File: src/design/book_level_price_band_aggregator_unit_defines.svh
// Assertion macros shared by the aggregator RTL.
// Define ASSERT_OFF to compile the checks out.
`ifndef BOOK_LEVEL_PRICE_BAND_AGGREGATOR_UNIT_DEFINES_SVH
`define BOOK_LEVEL_PRICE_BAND_AGGREGATOR_UNIT_DEFINES_SVH

`ifndef ASSERT_OFF
// Clocked check with a fixed message
`define BLPBA_ASSERT(lbl, clk, rst_n, prop) \
    lbl: assert property (@(posedge clk) disable iff (!rst_n) (prop)) \
        else $error("blpba: assertion failed");
// Clocked check with a caller message
`define BLPBA_ASSERT_MSG(lbl, clk, rst_n, prop, msg) \
    lbl: assert property (@(posedge clk) disable iff (!rst_n) (prop)) \
        else $error(msg);
`else
`define BLPBA_ASSERT(lbl, clk, rst_n, prop)
`define BLPBA_ASSERT_MSG(lbl, clk, rst_n, prop, msg)
`endif

`endif

File: src/design/blpba_pkg.sv
`timescale 1ns / 1ps
`default_nettype none

package blpba_pkg;

    // Field widths
    localparam int PRICE_W     = 32;
    localparam int SIZE_W      = 24;
    localparam int GIDX_W      = 4;
    localparam int TOTAL_W     = 40;
    localparam int PZ_W        = PRICE_W + SIZE_W;
    localparam int PSS_W       = 64;
    localparam int LIMIT_W     = PRICE_W + 1;
    localparam int BAND_PROD_W = PRICE_W + 17;
    localparam int IN_TDATA_W  = 56;
    localparam int OUT_TDATA_W = 80;

    // Configuration
    localparam int RATIO_W      = 17;
    localparam int MAXG_W       = 5;
    localparam int CFG_IDX_W    = 1;
    localparam int CFG_DATA_W   = 17;
    localparam int MAX_GROUPS_DEF = 16;
    localparam logic [MAXG_W-1:0]  MAX_GROUPS_RST = 5'd16;
    localparam logic [RATIO_W-1:0] Q16_ONE        = 17'd65536;
    localparam logic [15:0]        Q16_ONE_M1     = 16'hFFFF;

    localparam logic [CFG_IDX_W-1:0] CFG_BAND_RATIO = 1'd0;
    localparam logic [CFG_IDX_W-1:0] CFG_MAX_GROUPS = 1'd1;

    // Divider geometry
    localparam int DIV_QUO_W = 32;
    localparam int DIV_CNT_W = $clog2(DIV_QUO_W);

    typedef struct packed {
        logic                start;
        logic [PSS_W-1:0]    dividend;
        logic [TOTAL_W-1:0]  divisor;
    } div_req_t;

    typedef struct packed {
        logic                 busy;
        logic                 done;
        logic [DIV_QUO_W-1:0] quotient;
    } div_rsp_t;

    // Sequencer states
    typedef enum logic [3:0] {
        ST_IDLE,
        ST_MUL_PZ,
        ST_DECIDE,
        ST_EMIT0,
        ST_ABSORB,
        ST_CHECK_OPEN,
        ST_MUL_BAND,
        ST_OPEN,
        ST_CHECK_LAST,
        ST_CLOSE,
        ST_DIV,
        ST_EMIT
    } state_t;

    // Where the sequencer continues after a group close is sent
    typedef enum logic [1:0] {
        RES_SIDE,
        RES_OPEN,
        RES_LAST
    } resume_t;

endpackage

`default_nettype wire

File: src/design/blpba_div.sv
`timescale 1ns / 1ps
`default_nettype none

// Restoring radix-2 divider, one quotient bit per cycle.
// Quotient is capped at all ones when it does not fit in DIV_QUO_W bits.
module blpba_div (
    input  wire logic                 aclk,
    input  wire logic                 aresetn,
    input  wire blpba_pkg::div_req_t  req,
    output blpba_pkg::div_rsp_t       rsp
);

    localparam int QW = blpba_pkg::DIV_QUO_W;
    localparam int DW = blpba_pkg::TOTAL_W;
    localparam int CW = blpba_pkg::DIV_CNT_W;

    logic          busy_reg;
    logic          done_reg;
    logic [CW-1:0] cnt_reg;
    logic [DW-1:0] rem_reg;
    logic [DW-1:0] dsr_reg;
    logic [QW-1:0] quo_reg;

    logic [DW:0]   trial;
    logic [DW:0]   diff;
    logic          ge;
    logic          ovf;

    // Overflow when the high half already reaches the divisor
    assign ovf   = DW'(req.dividend[blpba_pkg::PSS_W-1:QW]) >= req.divisor;
    assign trial = {rem_reg, quo_reg[QW-1]};
    assign ge    = trial >= {1'b0, dsr_reg};
    assign diff  = trial - {1'b0, dsr_reg};

    // Control
    always_ff @(posedge aclk) begin
        if (!aresetn) begin
            busy_reg <= 1'b0;
            done_reg <= 1'b0;
            cnt_reg  <= '0;
        end else begin
            done_reg <= 1'b0;
            if (req.start) begin
                if (ovf) begin
                    done_reg <= 1'b1;
                end else begin
                    busy_reg <= 1'b1;
                    cnt_reg  <= CW'(QW - 1);
                end
            end else if (busy_reg) begin
                cnt_reg <= cnt_reg - 1'b1;
                if (cnt_reg == '0) begin
                    busy_reg <= 1'b0;
                    done_reg <= 1'b1;
                end
            end
        end
    end

    // Remainder and quotient shift
    always_ff @(posedge aclk) begin
        if (req.start) begin
            dsr_reg <= req.divisor;
            if (ovf) begin
                quo_reg <= '1;
            end else begin
                rem_reg <= DW'(req.dividend[blpba_pkg::PSS_W-1:QW]);
                quo_reg <= req.dividend[QW-1:0];
            end
        end else if (busy_reg) begin
            rem_reg <= ge ? diff[DW-1:0] : trial[DW-1:0];
            quo_reg <= {quo_reg[QW-2:0], ge};
        end
    end

    assign rsp.busy     = busy_reg;
    assign rsp.done     = done_reg;
    assign rsp.quotient = quo_reg;

endmodule

`default_nettype wire

File: src/design/book_level_price_band_aggregator_unit.sv
// Order-book depth aggregator. Levels of one book side arrive on the s_ stream
// (bids best first, asks best first); level zero goes out at once as group 0,
// later levels are merged into price bands and each closed band goes out on the
// m_ stream with its volume-weighted average price and total size.
// cfg_we/cfg_idx/cfg_wdata write band_ratio_q16 (index 0) and max_groups
// (index 1); write them only while the block is idle.
// A group close with a nonzero total size runs the radix-2 divider, 32 steps;
// a level can close two groups (band break plus end of side), one after the other.
// Ready drops for the whole time an item is being worked on.
// Results sit in an output register; the next level is taken while the last
// result still waits. A stalled receiver holds the sequencer only when a
// further result must be sent.
// Reset (aresetn low, synchronous) clears the group state, empties the output
// register and sets band_ratio_q16 to 0 and max_groups to 16.
`timescale 1ns / 1ps
`default_nettype none
`include "book_level_price_band_aggregator_unit_defines.svh"

module book_level_price_band_aggregator_unit #(
    parameter int MAX_GROUPS = blpba_pkg::MAX_GROUPS_DEF
) (
    input  wire logic                                  aclk,
    input  wire logic                                  aresetn,
    // Configuration write port
    input  wire logic                                  cfg_we,
    input  wire logic [blpba_pkg::CFG_IDX_W-1:0]       cfg_idx,
    input  wire logic [blpba_pkg::CFG_DATA_W-1:0]      cfg_wdata,
    // Level input
    input  wire logic                                  s_tvalid,
    output logic                                       s_tready,
    input  wire logic [blpba_pkg::IN_TDATA_W-1:0]      s_tdata,  // price[31:0], size[55:32]
    input  wire logic                                  s_tlast,  // last_level
    input  wire logic                                  s_tuser,  // side
    // Group output
    output logic                                       m_tvalid,
    input  wire logic                                  m_tready,
    output logic [blpba_pkg::OUT_TDATA_W-1:0]          m_tdata,  // group_index[3:0],
                                                                 // average_price[35:4],
                                                                 // total_size[75:36], zero
    output logic                                       m_tlast,  // last_group
    output logic                                       m_tuser   // side_res
);

    localparam int IDXW = $clog2(MAX_GROUPS + 1);
    localparam int PW   = blpba_pkg::PRICE_W;
    localparam int ZW   = blpba_pkg::SIZE_W;
    localparam int TW   = blpba_pkg::TOTAL_W;
    localparam int SW   = blpba_pkg::PSS_W;
    localparam int LW   = blpba_pkg::LIMIT_W;
    localparam int BW   = blpba_pkg::BAND_PROD_W;
    localparam int PZW  = blpba_pkg::PZ_W;

    // Sequencer
    blpba_pkg::state_t  state_reg, state_next;
    blpba_pkg::resume_t resume_reg, resume_next;

    // Configuration
    logic [blpba_pkg::RATIO_W-1:0] band_ratio_reg;
    logic [blpba_pkg::MAXG_W-1:0]  max_groups_reg;

    // Captured level
    logic          in_side_reg;
    logic [PW-1:0] in_price_reg;
    logic [ZW-1:0] in_size_reg;
    logic          in_last_reg;

    // Group state
    logic            group_open_reg;
    logic [IDXW-1:0] nidx_reg;
    logic            side_done_reg;
    logic            gside_reg;
    logic [PW-1:0]   opening_reg;
    logic [LW-1:0]   band_limit_reg;
    logic [TW-1:0]   size_sum_reg;
    logic [SW-1:0]   pss_reg;
    logic [PW-1:0]   avg_reg;
    logic [PZW-1:0]  pz_reg;
    logic [BW-1:0]   band_prod_reg;

    // Output register
    logic                                m_tvalid_reg;
    logic [blpba_pkg::OUT_TDATA_W-1:0]   m_tdata_reg;
    logic                                m_tlast_reg;
    logic                                m_tuser_reg;

    // Divider
    blpba_pkg::div_req_t div_req;
    blpba_pkg::div_rsp_t div_rsp;

    // Derived values
    logic [IDXW-1:0]              eff_g;
    logic [IDXW:0]                nidx_inc;
    logic                         last_by_count;
    logic                         g_is_one;
    logic                         nidx_at_limit;
    logic                         side_change;
    logic                         in_band;
    logic                         out_free;
    logic [blpba_pkg::RATIO_W-1:0] ratio_sat;
    logic [ZW-1:0]                mul_b;
    logic [PZW-1:0]               mul_p;
    logic [BW:0]                  bid_lim_sum;
    logic [LW-1:0]                new_limit;
    logic [TW:0]                  size_add;
    logic [SW:0]                  pss_add;

    // Sequencer outputs
    logic ld_in;
    logic ld_pz;
    logic ld_band;
    logic do_absorb;
    logic do_open;
    logic do_limit;
    logic do_emit0;
    logic do_emit_close;
    logic do_end_side;
    logic ld_avg_open;
    logic ld_avg_div;

    // Group count clamped to 1..MAX_GROUPS
    always_comb begin
        if (max_groups_reg == '0) begin
            eff_g = IDXW'(1);
        end else if (int'(max_groups_reg) > MAX_GROUPS) begin
            eff_g = IDXW'(MAX_GROUPS);
        end else begin
            eff_g = IDXW'(max_groups_reg);
        end
    end

    assign nidx_inc      = (IDXW+1)'(nidx_reg) + 1'b1;
    assign last_by_count = nidx_inc >= (IDXW+1)'(eff_g);
    assign g_is_one      = eff_g == IDXW'(1);
    assign nidx_at_limit = nidx_reg >= eff_g;
    assign side_change   = (nidx_reg != '0) && (in_side_reg != gside_reg);
    assign in_band       = gside_reg ? ({1'b0, in_price_reg} <= band_limit_reg)
                                     : ({1'b0, in_price_reg} >= band_limit_reg);
    assign out_free      = !m_tvalid_reg || m_tready;

    // Shared multiplier: price times size, or price times band factor
    assign ratio_sat = (band_ratio_reg > blpba_pkg::Q16_ONE) ? blpba_pkg::Q16_ONE
                                                             : band_ratio_reg;
    always_comb begin
        if (state_reg == blpba_pkg::ST_MUL_BAND) begin
            if (gside_reg) begin
                mul_b = ZW'({1'b0, blpba_pkg::Q16_ONE} + {1'b0, ratio_sat});
            end else begin
                mul_b = ZW'({1'b0, blpba_pkg::Q16_ONE} - {1'b0, ratio_sat});
            end
        end else begin
            mul_b = in_size_reg;
        end
    end
    assign mul_p = PZW'(in_price_reg) * PZW'(mul_b);

    // Band bound: ceiling for bids, floor for asks
    assign bid_lim_sum = (BW+1)'(band_prod_reg) + (BW+1)'(blpba_pkg::Q16_ONE_M1);
    assign new_limit   = gside_reg ? band_prod_reg[BW-1:16] : LW'(bid_lim_sum[BW:16]);

    // Saturating sums
    assign size_add = {1'b0, size_sum_reg} + (TW+1)'(in_size_reg);
    assign pss_add  = {1'b0, pss_reg} + (SW+1)'(pz_reg);

    // Next state
    always_comb begin
        state_next  = state_reg;
        resume_next = resume_reg;
        unique case (state_reg)
            blpba_pkg::ST_IDLE: begin
                if (s_tvalid) begin
                    state_next = blpba_pkg::ST_MUL_PZ;
                end
            end
            blpba_pkg::ST_MUL_PZ: begin
                state_next = blpba_pkg::ST_DECIDE;
            end
            blpba_pkg::ST_DECIDE: begin
                if (side_change) begin
                    resume_next = blpba_pkg::RES_SIDE;
                    if (group_open_reg) begin
                        state_next = blpba_pkg::ST_CLOSE;
                    end
                end else if (nidx_reg == '0) begin
                    state_next = blpba_pkg::ST_EMIT0;
                end else if (!side_done_reg) begin
                    resume_next = blpba_pkg::RES_OPEN;
                    if (group_open_reg && in_band) begin
                        state_next = blpba_pkg::ST_ABSORB;
                    end else if (group_open_reg) begin
                        state_next = blpba_pkg::ST_CLOSE;
                    end else begin
                        state_next = blpba_pkg::ST_CHECK_OPEN;
                    end
                end else begin
                    state_next = blpba_pkg::ST_CHECK_LAST;
                end
            end
            blpba_pkg::ST_EMIT0: begin
                if (out_free) begin
                    state_next = blpba_pkg::ST_IDLE;
                end
            end
            blpba_pkg::ST_ABSORB: begin
                state_next = blpba_pkg::ST_CHECK_LAST;
            end
            blpba_pkg::ST_CHECK_OPEN: begin
                if (!side_done_reg && !nidx_at_limit) begin
                    state_next = blpba_pkg::ST_MUL_BAND;
                end else begin
                    state_next = blpba_pkg::ST_CHECK_LAST;
                end
            end
            blpba_pkg::ST_MUL_BAND: begin
                state_next = blpba_pkg::ST_OPEN;
            end
            blpba_pkg::ST_OPEN: begin
                state_next = blpba_pkg::ST_CHECK_LAST;
            end
            blpba_pkg::ST_CHECK_LAST: begin
                resume_next = blpba_pkg::RES_LAST;
                if (in_last_reg && group_open_reg) begin
                    state_next = blpba_pkg::ST_CLOSE;
                end else begin
                    state_next = blpba_pkg::ST_IDLE;
                end
            end
            blpba_pkg::ST_CLOSE: begin
                if (size_sum_reg == '0) begin
                    state_next = blpba_pkg::ST_EMIT;
                end else begin
                    state_next = blpba_pkg::ST_DIV;
                end
            end
            blpba_pkg::ST_DIV: begin
                if (div_rsp.done) begin
                    state_next = blpba_pkg::ST_EMIT;
                end
            end
            blpba_pkg::ST_EMIT: begin
                if (out_free) begin
                    unique case (resume_reg)
                        blpba_pkg::RES_SIDE: state_next = blpba_pkg::ST_DECIDE;
                        blpba_pkg::RES_OPEN: state_next = blpba_pkg::ST_CHECK_OPEN;
                        default:             state_next = blpba_pkg::ST_IDLE;
                    endcase
                end
            end
            default: begin
                state_next = blpba_pkg::ST_IDLE;
            end
        endcase
    end

    // Sequencer outputs
    always_comb begin
        s_tready      = 1'b0;
        ld_in         = 1'b0;
        ld_pz         = 1'b0;
        ld_band       = 1'b0;
        do_absorb     = 1'b0;
        do_open       = 1'b0;
        do_limit      = 1'b0;
        do_emit0      = 1'b0;
        do_emit_close = 1'b0;
        do_end_side   = 1'b0;
        ld_avg_open   = 1'b0;
        ld_avg_div    = 1'b0;
        unique case (state_reg)
            blpba_pkg::ST_IDLE: begin
                s_tready = 1'b1;
                ld_in    = s_tvalid;
            end
            blpba_pkg::ST_MUL_PZ: begin
                ld_pz = 1'b1;
            end
            blpba_pkg::ST_DECIDE: begin
                do_end_side = side_change && !group_open_reg;
            end
            blpba_pkg::ST_EMIT0: begin
                do_emit0 = out_free;
            end
            blpba_pkg::ST_ABSORB: begin
                do_absorb = 1'b1;
            end
            blpba_pkg::ST_CHECK_OPEN: begin
                do_limit = !side_done_reg && nidx_at_limit;
            end
            blpba_pkg::ST_MUL_BAND: begin
                ld_band = 1'b1;
            end
            blpba_pkg::ST_OPEN: begin
                do_open = 1'b1;
            end
            blpba_pkg::ST_CHECK_LAST: begin
                do_end_side = in_last_reg && !group_open_reg;
            end
            blpba_pkg::ST_CLOSE: begin
                ld_avg_open = size_sum_reg == '0;
            end
            blpba_pkg::ST_DIV: begin
                ld_avg_div = div_rsp.done;
            end
            blpba_pkg::ST_EMIT: begin
                do_emit_close = out_free;
                do_end_side   = out_free && (resume_reg != blpba_pkg::RES_OPEN);
            end
            default: begin
                s_tready = 1'b0;
            end
        endcase
    end

    // Divider request
    assign div_req.start    = (state_reg == blpba_pkg::ST_CLOSE) && (size_sum_reg != '0);
    assign div_req.dividend = pss_reg;
    assign div_req.divisor  = size_sum_reg;

    blpba_div u_div (
        .aclk    (aclk),
        .aresetn (aresetn),
        .req     (div_req),
        .rsp     (div_rsp)
    );

    // Control registers
    always_ff @(posedge aclk) begin
        if (!aresetn) begin
            state_reg      <= blpba_pkg::ST_IDLE;
            resume_reg     <= blpba_pkg::RES_SIDE;
            band_ratio_reg <= '0;
            max_groups_reg <= blpba_pkg::MAX_GROUPS_RST;
            group_open_reg <= 1'b0;
            nidx_reg       <= '0;
            side_done_reg  <= 1'b0;
            gside_reg      <= 1'b0;
            m_tvalid_reg   <= 1'b0;
        end else begin
            state_reg  <= state_next;
            resume_reg <= resume_next;

            // Configuration decode
            if (cfg_we) begin
                unique case (cfg_idx)
                    blpba_pkg::CFG_BAND_RATIO: band_ratio_reg <= cfg_wdata;
                    blpba_pkg::CFG_MAX_GROUPS:
                        max_groups_reg <= cfg_wdata[blpba_pkg::MAXG_W-1:0];
                    default: band_ratio_reg <= band_ratio_reg;
                endcase
            end

            // Level zero opens the side
            if (do_emit0) begin
                gside_reg     <= in_side_reg;
                nidx_reg      <= IDXW'(1);
                side_done_reg <= g_is_one;
            end
            if (do_limit) begin
                side_done_reg <= 1'b1;
            end
            if (do_open) begin
                group_open_reg <= 1'b1;
            end
            if (do_emit_close) begin
                nidx_reg       <= nidx_inc[IDXW-1:0];
                group_open_reg <= 1'b0;
                if (last_by_count) begin
                    side_done_reg <= 1'b1;
                end
            end
            // End of side overrides the updates above
            if (do_end_side || (do_emit0 && in_last_reg)) begin
                group_open_reg <= 1'b0;
                nidx_reg       <= '0;
                side_done_reg  <= 1'b0;
            end

            // Output valid
            if (do_emit0 || do_emit_close) begin
                m_tvalid_reg <= 1'b1;
            end else if (m_tready) begin
                m_tvalid_reg <= 1'b0;
            end
        end
    end

    // Datapath registers
    always_ff @(posedge aclk) begin
        if (ld_in) begin
            in_side_reg  <= s_tuser;
            in_price_reg <= s_tdata[PW-1:0];
            in_size_reg  <= s_tdata[PW+ZW-1:PW];
            in_last_reg  <= s_tlast;
        end
        if (ld_pz) begin
            pz_reg <= mul_p;
        end
        if (ld_band) begin
            band_prod_reg <= mul_p[BW-1:0];
        end
        if (do_open) begin
            opening_reg    <= in_price_reg;
            band_limit_reg <= new_limit;
            size_sum_reg   <= TW'(in_size_reg);
            pss_reg        <= SW'(pz_reg);
        end
        if (do_absorb) begin
            size_sum_reg <= size_add[TW] ? '1 : size_add[TW-1:0];
            pss_reg      <= pss_add[SW] ? '1 : pss_add[SW-1:0];
        end
        if (ld_avg_open) begin
            avg_reg <= opening_reg;
        end
        if (ld_avg_div) begin
            avg_reg <= div_rsp.quotient;
        end
        // Result transfer staging
        if (do_emit0) begin
            m_tuser_reg <= in_side_reg;
            m_tlast_reg <= in_last_reg || g_is_one;
            m_tdata_reg <= {4'b0, TW'(in_size_reg), in_price_reg,
                            blpba_pkg::GIDX_W'(0)};
        end
        if (do_emit_close) begin
            m_tuser_reg <= gside_reg;
            m_tlast_reg <= (resume_reg != blpba_pkg::RES_OPEN) || last_by_count;
            m_tdata_reg <= {4'b0, size_sum_reg, avg_reg,
                            blpba_pkg::GIDX_W'(nidx_reg)};
        end
    end

    assign m_tvalid = m_tvalid_reg;
    assign m_tdata  = m_tdata_reg;
    assign m_tlast  = m_tlast_reg;
    assign m_tuser  = m_tuser_reg;

    // Checks
    `BLPBA_ASSERT(a_open_after_top, aclk, aresetn, group_open_reg |-> (nidx_reg != '0))
    `BLPBA_ASSERT(a_done_closed, aclk, aresetn, side_done_reg |-> !group_open_reg)
    `BLPBA_ASSERT_MSG(a_div_in_state, aclk, aresetn, div_rsp.busy |-> (state_reg == blpba_pkg::ST_DIV), "blpba: divider busy outside divide state")
    `BLPBA_ASSERT_MSG(a_ready_idle, aclk, aresetn, (s_tvalid && s_tready) |=> (state_reg == blpba_pkg::ST_MUL_PZ), "blpba: accepted level not sequenced")

endmodule

`default_nettype wire
File: config.mk
export PLATFORM = sky130hd
export DESIGN_NAME = book_level_price_band_aggregator_unit
export DESIGN_NICKNAME = d
export VERILOG_FILES = /design/src/design/blpba_pkg.sv /design/src/design/blpba_div.sv /design/src/design/book_level_price_band_aggregator_unit.sv
export VERILOG_INCLUDE_DIRS = /design/src /design/src/design
export SDC_FILE = /design/constraint.sdc
export NUM_CORES = 2
export LEC_CHECK = 0
export BUFFER_PORTS_ARGS = -buffer_cell sky130_fd_sc_hd__buf_2
export CAP_MARGIN = 20
export CORE_ASPECT_RATIO = 0.8
export CORE_MARGIN = 5
export CORE_UTILIZATION = 55
export DETAILED_ROUTE_END_ITERATION = 12
export PLACE_DENSITY = 0.72
export SLEW_MARGIN = 25
export SYNTH_ARGS = -nofsm -noshare
export SYNTH_HDL_FRONTEND = slang
export SYNTH_SLANG_ARGS = --single-unit
File: constraint.sdc
create_clock -name aclk -period 13.6 [get_ports aclk]
set_input_delay 2.72 -clock aclk [delete_from_list [all_inputs] [get_ports aclk]]
set_output_delay 2.72 -clock aclk [all_outputs]
set_load 0.02 [all_outputs]
; ---- Word-level counts from Yosys, hierarchy flattened
; Index checks and enable logic that the tools add are counted.
[totals]
regBits = 598
elab_cells = 190
inputBits = 81
[op_classes]
bitwise = 2
muxes = 78
n_mul = 1
eq_ne = 23
n_reduce_logical = 41
order_cmp = 8
n_addsub = 8
[ops]
columns = operator, n
row1 = two-way mux 40 bit, 7
row2 = two-way mux 64 bit, 3
row3 = two-way mux 32 bit, 5
row4 = two-way mux 76 bit, 2
row5 = adder 64 x 56 -> 65 bit, 1
row6 = multiplier 32 x 24 -> 56 bit, 1
row7 = adder 49 x 16 -> 49 bit (second input constant), 1
row8 = two-way mux 24 bit, 2
row9 = two-way mux 4 bit, 12
row10 = case mux 4 bit (11 select lines), 1
row11 = adder 40 x 24 -> 41 bit, 1
row12 = >= comparator 41 x 40 -> 1 bit, 1
row13 = >= comparator 32 x 40 -> 1 bit, 1
row14 = logical NOT 40 bit, 1
row15 = nonzero test 40 bit, 1
row16 = subtractor 40 bit, 1
row17 = two-way mux 5 bit, 7
row18 = >= comparator 32 x 33 -> 1 bit, 1
row19 = less-or-equal comparator 32 x 33 -> 1 bit, 1
row20 = two-way mux 33 bit, 1
row21 = two-way mux 1 bit, 31
row22 = adder 17 x 17 -> 18 bit (first input constant), 1
row23 = subtractor 17 x 17 -> 18 bit (first input constant), 1
row24 = > comparator 17 bit (second input constant), 1
row25 = other kinds (34), 76

; ---- Depth between registers and ports, before layout
[logic_depth]
word_depth = 9
mapped_depth = 41
mapped_depth_nobuf = 38

; ---- Modules after synthesis
; From an unflattened synthesis, not the netlist that was laid out.
[hier_totals]
cells_unflattened = 5937
hier_area_um2 = 57488.9
[modules_own_cells]
columns = module, instances, area_each_um2, cells_each
row1 = book_level_price_band_aggregator_unit, 1, 49287.3, 5053
row2 = blpba_div, 1, 8201.6, 884

; ---- Worst setup path after synthesis
; Ideal clock, no wire load.
[synth_path]
path_type = reg2reg
from = reg state_reg[3]
to = reg pz_reg[55] (data pin)
setup_ns = 0.260
arrival_ns = 9.650
required_time_ns = 13.340
path_buffers = 4
path_stages_with_launch = 34
slack_ns = 3.690
cell_sequence = dfxtp_1 nand2b_1 or3_1 clkbuf_1 inv_1 clkbuf_1 o2111ai_1 nand2_1 clkbuf_1 nand2_1 fa_1 inv_1 fa_1 inv_1 fa_1 fa_1 inv_1 fa_1 fa_1 inv_1 fa_1 inv_1 ha_1 clkbuf_1 nand4_1 o211ai_1 a41oi_1 or3_1 a31o_2 a211oi_1 o22ai_1 o221ai_1 a21oi_1 xnor2_1
[synth_via]
elab_chain_cells = 3
[synth_rtl]
columns = item, line
row1 = start: declaration, book_level_price_band_aggregator_unit.sv:54  ; blpba_pkg::state_t state_reg, state_next;
row2 = start signal: assignment, book_level_price_band_aggregator_unit.sv:328  ; state_reg <= blpba_pkg::ST_IDLE;
row3 = start signal: assignment, book_level_price_band_aggregator_unit.sv:338  ; state_reg <= state_next;
row4 = == test 4 x 3 -> 1 bit, book_level_price_band_aggregator_unit.sv:144  ; if (state_reg == blpba_pkg::ST_MUL_BAND) begin
row5 = two-way mux 24 bit, book_level_price_band_aggregator_unit.sv:144
row6 = multiplier 32 x 24 -> 56 bit, book_level_price_band_aggregator_unit.sv:154  ; assign mul_p = PZW'(in_price_reg) * PZW'(mul_b);
row7 = net mul_p[55], book_level_price_band_aggregator_unit.sv:101  ; logic [PZW-1:0] mul_p;
row8 = end signal: assignment, book_level_price_band_aggregator_unit.sv:395  ; pz_reg <= mul_p;
row9 = end: declaration, book_level_price_band_aggregator_unit.sv:77  ; logic [PZW-1:0] pz_reg;
; The timed path passes the listed nets, and every way through them passes these cells.
; A chain may end at the register's enable or synchronous reset.

; ---- Worst setup path in the final report
[layout_path]
from = reg band_ratio_reg[2] (netlist name)
to = reg pz_reg[55] (data pin)
[layout_via]
elab_chain_cells = 6
elab_cells_between_ends = 7
cone_classes = add/sub (2) / mul (1) / order compare (1) / mux (3)
[layout_rtl]
columns = item, line
row1 = start: declaration, book_level_price_band_aggregator_unit.sv:58  ; logic [blpba_pkg::RATIO_W-1:0] band_ratio_reg;
row2 = start signal: assignment, book_level_price_band_aggregator_unit.sv:344  ; blpba_pkg::CFG_BAND_RATIO: band_ratio_reg <= cfg_wdata;
row3 = start signal: assignment, book_level_price_band_aggregator_unit.sv:347  ; default: band_ratio_reg <= band_ratio_reg;
row4 = > comparator 17 bit, book_level_price_band_aggregator_unit.sv:141  ; assign ratio_sat = (band_ratio_reg > blpba_pkg::Q16_ONE) ? blpba_pkg::Q16_ONE
row5 = two-way mux 17 bit (*), book_level_price_band_aggregator_unit.sv:141
row6 = subtractor 17 x 17 -> 18 bit / adder 17 x 17 -> 18 bit (equally long branches), "book_level_price_band_aggregator_unit.sv:148, book_level_price_band_aggregator_unit.sv:146"
row7 = two-way mux 24 bit (*), book_level_price_band_aggregator_unit.sv:145  ; if (gside_reg) begin
row8 = two-way mux 24 bit (*), book_level_price_band_aggregator_unit.sv:144
row9 = multiplier 32 x 24 -> 56 bit (*), book_level_price_band_aggregator_unit.sv:154
row10 = net mul_p[55], book_level_price_band_aggregator_unit.sv:101
; Mark *: on every way through the listed nets, which the timed path passes. The rest lies on a longest branch.

==> reports/metrics.yaml <==
ios: 165
syn_avg_cell_area_sq_um: 9.67
clock_skew_ns: 0.0399
first_pass_iters: 6
syn_inst: 5881
crit_arrival_ns: 11.89
cts_buffer_depth: 3
track_usage_pct: 30.3
cp_data_required_time_ns: 13.98
fin_crit_sh_pct: 84.6
holdCritPathClass: "reg2reg"
yosys-top-cells-area: "edfxtp_1 (29%), fa_1 (23%), ha_1 (8.4%)"
post_cts_buffers: 0
initial_core_util_pct: 55.4
largest_reg_flops: 76
wirelength_um: 166000
dieArea_sq_um: 110000
chipWidth_um: 369
clk_pin_slew_ns: 0.07
min_from: "max_groups_reg[0]"
clock_latency_ns: 0.67
holdWs_ns: 0.473
critPathMaxStageDelay_ns: 0.60
worstSetupEndpointType: "flip-flop"
io_buffers: 160
final_common_cell: "nand2_1"
outcome: "completed"
yosysSeqAreaShare_pct: 30.8
setup_tns_ns: 0
ys_ff_latch: 598
synth_ff_type: "edfxtp_1"
netlist_area_sq_um: 56900
grt_pass1_wl_um: 257000
finalHoldViolations: 0
die_h_um: 298
antenna_found_initial: 8
synth_top_area_share_pct: 29.3
vias: 44000
drv_slew: 0
rsz0062_at_grt: "no"
drc: 0
layout.nets: 7027
hold_buffers: 0
viasPerCell: 5.98
yosysWarningCount: 0
htreeDepth: 3
tightest_slew_ns: 1.08
synth_cell_types: 81
ff2ff_setup_slack_ns: 2.09
layout-drive-gt1-share_pct: 7.35
fmax_mhz: 86.9
cts_tree: "done"
cts_buffers: 66
cp_slowest_cell: "o21ai_2"
first_iter_violations: 4606
crit_fanout: 25
timing.rr.end: "pz_reg[55]"
synth_edf_count: 554
syn2layout_area_growth_pct: 7.79
setup_violations: 0
r2r_cells: 36
cts.sinks: 598
place_hpwl_um: 121000
synth_largest_area_cell: "edfxtp_1"
async_reset_ff_share_pct: 0
max_cap_violations: 0
cts_resized: 0
slew_headroom_pct: 27.8
grt_pass1_vias: 44100
ant_nets: 0
cp_common_cell: "fa_1"
cts_root_buf: "clkbuf_16"
period_minus_slack_ns: 11.51
gr-total-overflow: 0
wl_per_cell_um: 22.6
cp-start-kind: "flip-flop"
gp_congestion: 0.986
rr_startpoint: "band_ratio_reg[2]"
path_class: "reg2reg"
hold_end: "max_groups_reg[0]"
rows: 105
final_cell_mix: "nand2_1 (936), inv_1 (853), fa_1 (661)"
core_area_sq_um: 103000
holdPathStages: 2
grt_max_degree: 111
[cells by family after synthesis]
group	share of synthesized area [%]
AO/OA/AOI/OAI	10.0
XOR/XNOR	3.36
adder cells (fa/ha/maj)	31.7
buffers and inverters	7.70
flip-flops	30.8
multiplexers	0.808
other	0.00659
AND/OR/NAND/NOR	15.6
[final cells by class]
type | count | area, sq um
antenna | 8 | 20.0
clock buffer | 74 | 1690
clock inverter | 48 | 559
fill | 8630 | 41300
inverter | 856 | 3220
multi-input combinational | 4136 | 35100
sequential | 598 | 17500
tap | 1391 | 1740
timing repair buffer | 245 | 1460
[Yosys cell counts (24+ instances only)]
library cell / instances
nand2_1: 938
inv_1: 855
fa_1: 661
edfxtp_1: 554
ha_1: 382
nor2_1: 325
a21oi_1: 285
clkbuf_1: 249
and2_1: 157
and3_1: 135
o21ai_0: 133
xnor2_1: 132
a21o_1: 107
nand3_1: 107
xor2_1: 86
a31oi_1: 80
nor2b_1: 67
nand4_1: 55
nor3_1: 55
dfxtp_1: 44
a21boi_0: 39
mux2_2: 31
o21bai_1: 29
buf_2: 27
nand2b_1: 27
a211oi_1: 24
[stage by stage]
step | instances | utilization [%] | setup slack [ns] | cell area [sq um]
6_report | 7356 | 59.7 | 2.09 | 61300
2_1_floorplan | 5884 | - | 3.69 | 56900
4_1_cts | 7347 | 59.7 | 2.27 | 61200
3_5_place_dp | 7225 | 57.5 | 2.35 | 59000
5_1_grt | 7348 | 59.7 | 1.57 | 61300
3_3_place_gp | 7225 | 57.5 | 2.59 | 59000
[worst max-delay path: cells and delay by family (launching register included)]
family | cells | cell delay (ns)
simple gates | 8 | 2.37
flops | 1 | 0.35
xor+xnor | 2 | 0.23
fa+ha+maj | 9 | 4.34
compound gates | 11 | 3.20
buf+inv | 6 | 0.71
[layer usage]
metal	routed length, um	vias up	share of wire, %	track usage, %
met2	71500	2459	43	45.0
li1	-	19500	-	-
met3	18900	399	11	7.07
met1	68600	21700	41	43.3
met5	13	-	0.0078	0.0874
met4	6910	2	4.2	11.6
[how the worst max path moves through the flow]
| stage | end | start | cells past startpoint |
|---|---|---|---|
| after floorplan | pz_reg[55] | state_reg[3] | 33 |
| after global placement | band_prod_reg[42] | band_ratio_reg[2] | 36 |
| after detailed placement | pz_reg[42] | band_ratio_reg[2] | 36 |
| after CTS | pz_reg[55] | band_ratio_reg[2] | 36 |
| after global routing | pz_reg[53] | band_ratio_reg[2] | 36 |
| final | pz_reg[55] | band_ratio_reg[2] | 36 |
Power is not shown: default switching activity piles up to over one toggle a cycle in this logic, so the estimate is an artifact.
